<file path="src/rtl/core/dedup_ring_fifo_unit_defines.svh">
// assertion macros for the dedup ring fifo unit
// no dependencies; included by the top level only
`ifndef DEDUP_RING_FIFO_UNIT_DEFINES_SVH
`define DEDUP_RING_FIFO_UNIT_DEFINES_SVH

// same-cycle implication, held off during reset
`define DRF_ASSERT_IMP(lbl, clk, rst_n, ante, cons) \
    lbl: assert property (@(posedge clk) disable iff (!rst_n) (ante) |-> (cons)) \
        else $error("dedup ring fifo check failed");

// next-cycle implication, held off during reset
`define DRF_ASSERT_NXT(lbl, clk, rst_n, ante, cons) \
    lbl: assert property (@(posedge clk) disable iff (!rst_n) (ante) |=> (cons)) \
        else $error("dedup ring fifo check failed");

`endif

</file>
<file path="src/rtl/core/drf_pkg.sv">
// shared types and constants of the dedup ring fifo unit
// no dependencies; imported by every module of the block but drf_ram
`default_nettype none

package drf_pkg;

    // default number of record slots (holds one fewer record)
    localparam int DEPTH_DEF = 64;

    // width of the reported occupancy
    localparam int USED_W = 6;

    // action codes of an input request
    localparam logic [1:0] ACT_PUSH  = 2'd0;
    localparam logic [1:0] ACT_POP   = 2'd1;
    localparam logic [1:0] ACT_FLUSH = 2'd2;

    // classified operation
    typedef enum logic [1:0] {
        OP_PUSH,
        OP_POP,
        OP_FLUSH,
        OP_NOP
    } t_op;

    // one arp record
    typedef struct packed {
        logic [31:0] ip;
        logic [15:0] code;
        logic [47:0] mac;
    } t_rec;

    // classified request handed from front to back
    typedef struct packed {
        t_op  op;
        logic uniq;
        t_rec rec;
    } t_cmd;

    // one result
    typedef struct packed {
        logic              pop_valid;
        t_rec              rec;
        logic              full_seen;
        logic              push_dropped;
        logic              push_duplicate;
        logic [31:0]       overrun;
        logic [USED_W-1:0] used;
    } t_res;

endpackage

`default_nettype wire

</file>
<file path="src/rtl/core/drf_front.sv">
// front end: accepts requests, classifies the action, queues two deep
// depends on drf_pkg
`default_nettype none

module drf_front (
    input  wire logic          i_clk,
    input  wire logic          i_rst_n,
    input  wire logic          i_push,
    input  wire logic [1:0]    i_action,
    input  wire logic          i_unique_only,
    input  wire drf_pkg::t_rec i_rec,
    output logic               o_full,
    output logic               o_cmd_valid,
    input  wire logic          i_cmd_ready,
    output drf_pkg::t_cmd      o_cmd
);

    import drf_pkg::*;

    logic       r_wp;
    logic       r_rp;
    logic [1:0] r_cnt;
    t_cmd       r_q [2];
    t_cmd       w_cmd;
    logic       w_wr;
    logic       w_rd;

    // classify the action code
    always_comb begin
        w_cmd.rec = i_rec;
        case (i_action)
            ACT_PUSH:  w_cmd.op = OP_PUSH;
            ACT_POP:   w_cmd.op = OP_POP;
            ACT_FLUSH: w_cmd.op = OP_FLUSH;
            default:   w_cmd.op = OP_NOP;
        endcase
        w_cmd.uniq = i_unique_only && (w_cmd.op == OP_PUSH);
    end

    assign o_full      = (r_cnt == 2'd2);
    assign o_cmd_valid = (r_cnt != 2'd0);
    assign o_cmd       = r_q[r_rp];
    assign w_wr        = i_push && !o_full;
    assign w_rd        = o_cmd_valid && i_cmd_ready;

    // queue pointers and fill level
    always_ff @(posedge i_clk) begin
        if (!i_rst_n) begin
            r_wp  <= 1'b0;
            r_rp  <= 1'b0;
            r_cnt <= 2'd0;
        end else begin
            if (w_wr) begin
                r_wp <= ~r_wp;
            end
            if (w_rd) begin
                r_rp <= ~r_rp;
            end
            case ({w_wr, w_rd})
                2'b10:   r_cnt <= r_cnt + 2'd1;
                2'b01:   r_cnt <= r_cnt - 2'd1;
                default: r_cnt <= r_cnt;
            endcase
        end
    end

    // queue payload
    always_ff @(posedge i_clk) begin
        if (w_wr) begin
            r_q[r_wp] <= w_cmd;
        end
    end

endmodule

`default_nettype wire

</file>
<file path="config.mk">
export PLATFORM = sky130hd
export DESIGN_NAME = drf_front
export DESIGN_NICKNAME = d
export VERILOG_FILES = /design/src/rtl/core/dedup_ring_fifo_unit_defines.svh /design/src/rtl/core/drf_pkg.sv /design/src/rtl/core/drf_front.sv
export SDC_FILE = /design/constraint.sdc
export NUM_CORES = 1
export LEC_CHECK = 0
export ABC_CLOCK_PERIOD_IN_PS = 9750
export BUFFER_PORTS_ARGS = -buffer_cell sky130_fd_sc_hd__buf_2
export CAP_MARGIN = 20
export CORE_MARGIN = 5
export CORE_UTILIZATION = 58
export CTS_BUF_LIST = sky130_fd_sc_hd__clkbuf_4
export DETAILED_ROUTE_END_ITERATION = 8
export PLACE_DENSITY = 0.95
export SLEW_MARGIN = 40
export SYNTH_ARGS = -nofsm -noshare
export SYNTH_HDL_FRONTEND = slang
export SYNTH_SLANG_ARGS = --single-unit
export TNS_END_PERCENT = 20
</file>
<file path="constraint.sdc">
create_clock -name i_clk -period 9.75 [get_ports i_clk]
set_clock_uncertainty 0.15 [all_clocks]
set_input_delay 1.95 -clock i_clk [delete_from_list [all_inputs] [get_ports i_clk]]
set_output_delay 1.95 -clock i_clk [all_outputs]
set_load 0.03 [all_outputs]
</file>
==> metrics.txt <==
Max VDD drop=0.000261 V; CP required=7.65 ns; initial DRC count=313; H-tree depth=2; GPL Wtd Cong=0.771; TNS Setup=0 ns; Setup Buffers After CTS=0; Post-Syn Area=7380 sq um; final worst path period share=0.490; CP Max Fanout=54; port bufs=203; flops & latches, synth=203; # fillers=757; Slew Viols, Final=0; # resized after CTS=0; antenna violations before repair=0; Synth warnings=0; FP Rows=41; Cell variety after synth=22; min setup slack post-route=4.97 ns; largest net degree at the start of global routing=93; mux share of post-synthesis cell area=0.151; vias in the first global route=4328; Cell Pwr Density=287 nW/um^2; top-count cell post-synth=edfxtp_1; Yosys top cell by area=edfxtp_1; Post-Synth Simple-Gate Area=0.00865; synth top area cells=edfxtp_1 (81%), mux2_2 (15%), dfxtp_1 (1.4%); # diodes=0; HPWL after detailed placement=8940 um; relative slew slack=0.492; Final Hold Viols=0; max incr delay on CP=0.72 ns; slowest CP cell=dfxtp_4; drt wl/cell=17.7 um; Post-Place Setup Slack=5.59 ns; CTS tree=yes; Mapped Avg Cell Area=21.9 sq um; worst-margin pin slew=0.762 ns; Post-route DRC=0; CTS Sinks=203; Synth Area in Adders=0.00170; insertion delay to the later sink of the worst-skew pair=0.60 ns; Cells after Synth=337; fraction of the yosys area taken by sequential cells=0.819; crit-path cells=buf_4, mux2_2, buf_2; layout cells sized above 1=0.617; Synth Area in XOR/XNOR=0.00356; first-pass GRT wire length=21200 um; total number of vias=4002; CTS buffer count=50; top cells by count, synth=edfxtp_1 (198), mux2_2 (99), buf_2 (9), dfxtp_1 (5), xnor2_1 (3); post-layout min period=4.78 ns; I/O Pins=204; post-synth top area share=0.806; post-route ant nets=0; critical setup path kind=register to output port; Die Height=123 um; ys async rst share=0; Hold Buf Count CTS=0; Post-Syn Nets=441; cell family with most CP delay=buffers and inverters; hold crit path type=register to register; Area Growth Syn to Fin=24.7%; Max-Cap Viols=0; dominant synthesized flop cell=edfxtp_1; EDFF count, synth=198; post-synthesis compound-gate area fraction=0.00441; unrepaired setup endpoints after global routing=no; Leakage=3.50 nW; final setup vio count=0; Critical path buffers and inverters=2; DRT Wirelength=14000 um; drt pass-1 iters=4; Starting Density=0.587; fmax=209 MHz; vias per cell=5.06; status=finished clean; largest family of logic cells by synthesized area=multiplexers; Clock Path Buffers=3; global route total overflow=0; Die Wd=123 um; Clock transition at path regs=0.07 ns; Root Driver=clkbuf_4; crit end category=output port; Total Routing Usage GR=0.186; startpoint types=register; Placeable Area=12600 sq um; Die ar.=15100 sq um; CP Data Arrival Time=2.68 ns; Final nets=686
cells in the final DEF (no fill, tap or decap), drive strengths merged, types with 3 or more instances in the layout:
cell type	count
dfxtp	5
xnor2	3
inv	3
buf	205
clkbuf	71
mux2	99
clkinv	18
edfxtp	198
sequential cells by signal, indices dropped and copies added, names as in the netlist, named ones only:
name	count
r_rp	1
r_q	198
r_wp	1
r_cnt	2
worst paths after layout:
kind | from | endpoint | slack [ns] | depth (start not counted)
max | register | o_cmd[96] | 4.97 | 3
min | r_wp | r_wp | 0.36 | 2
max reg2reg | r_cnt[0] | r_q[1][69] | 7.22 | 3
min reg2reg | r_wp | r_wp | 0.36 | 2
kinds of logic (layout without fill, tap and decap cells):
logic type	Yosys count	after routing
mux	99	99
xor+xnor	3	3
buf+inv	16	298
fa+ha+maj	1	1
flops	203	203
compound gates	5	5
simple gates	10	10
metrics by stage:
stage,hold slack (ns),cell area (sq um),cells,util,total power (W)
finish,0.357,9200,791,0.732,0.00264
CTS,0.354,9200,791,0.732,0.00268
floorplan,0.307,7380,337,-,0.00178
detailed placement,0.342,8580,702,0.682,0.00199
global placement,0.324,8570,702,0.682,0.00197
global route,0.390,9200,791,0.732,0.00277
per-layer routing:
| metal | vias to the layer above | part of all wire | global-route usage |
|---|---|---|---|
| met3 | 23 | 0.092 | 0.0590 |
| met2 | 194 | 0.51 | 0.314 |
| li1 | 1855 | - | - |
| met4 | 0 | 0.017 | 0.0812 |
| met5 | - | 0 | 0 |
| met1 | 1930 | 0.38 | 0.218 |
power by group:
| part | leakage (nW) | switching (W) | total [W] | internal [W] |
|---|---|---|---|---|
| clock | 0.364 | 0.000310 | 0.000668 | 0.000358 |
| sequential | 1.89 | 0.0000580 | 0.00116 | 0.00110 |
| combinational | 1.24 | 0.000527 | 0.000812 | 0.000284 |
worst reg2reg max path: stages, from the launching register on:
cell and delay [ns]:
dfxtp_1 0.44, nand2b_2 0.20, and3_4 0.66, buf_4 0.68
layout make-up:
type | count | area [sq um] | share of cell area
Timing Repair Buffer | 206 | 1040 | 0.114
Clock buffer | 70 | 526 | 0.0571
Tap cell | 172 | 215 | 0.0234
Multi-Input combinational cell | 118 | 1250 | 0.136
Clock inverter | 19 | 97.6 | 0.0106
Sequential cell | 203 | 6050 | 0.657
Inverter | 3 | 13.8 | 0.00150
Note: power is estimated with default switching activity, not from simulation.
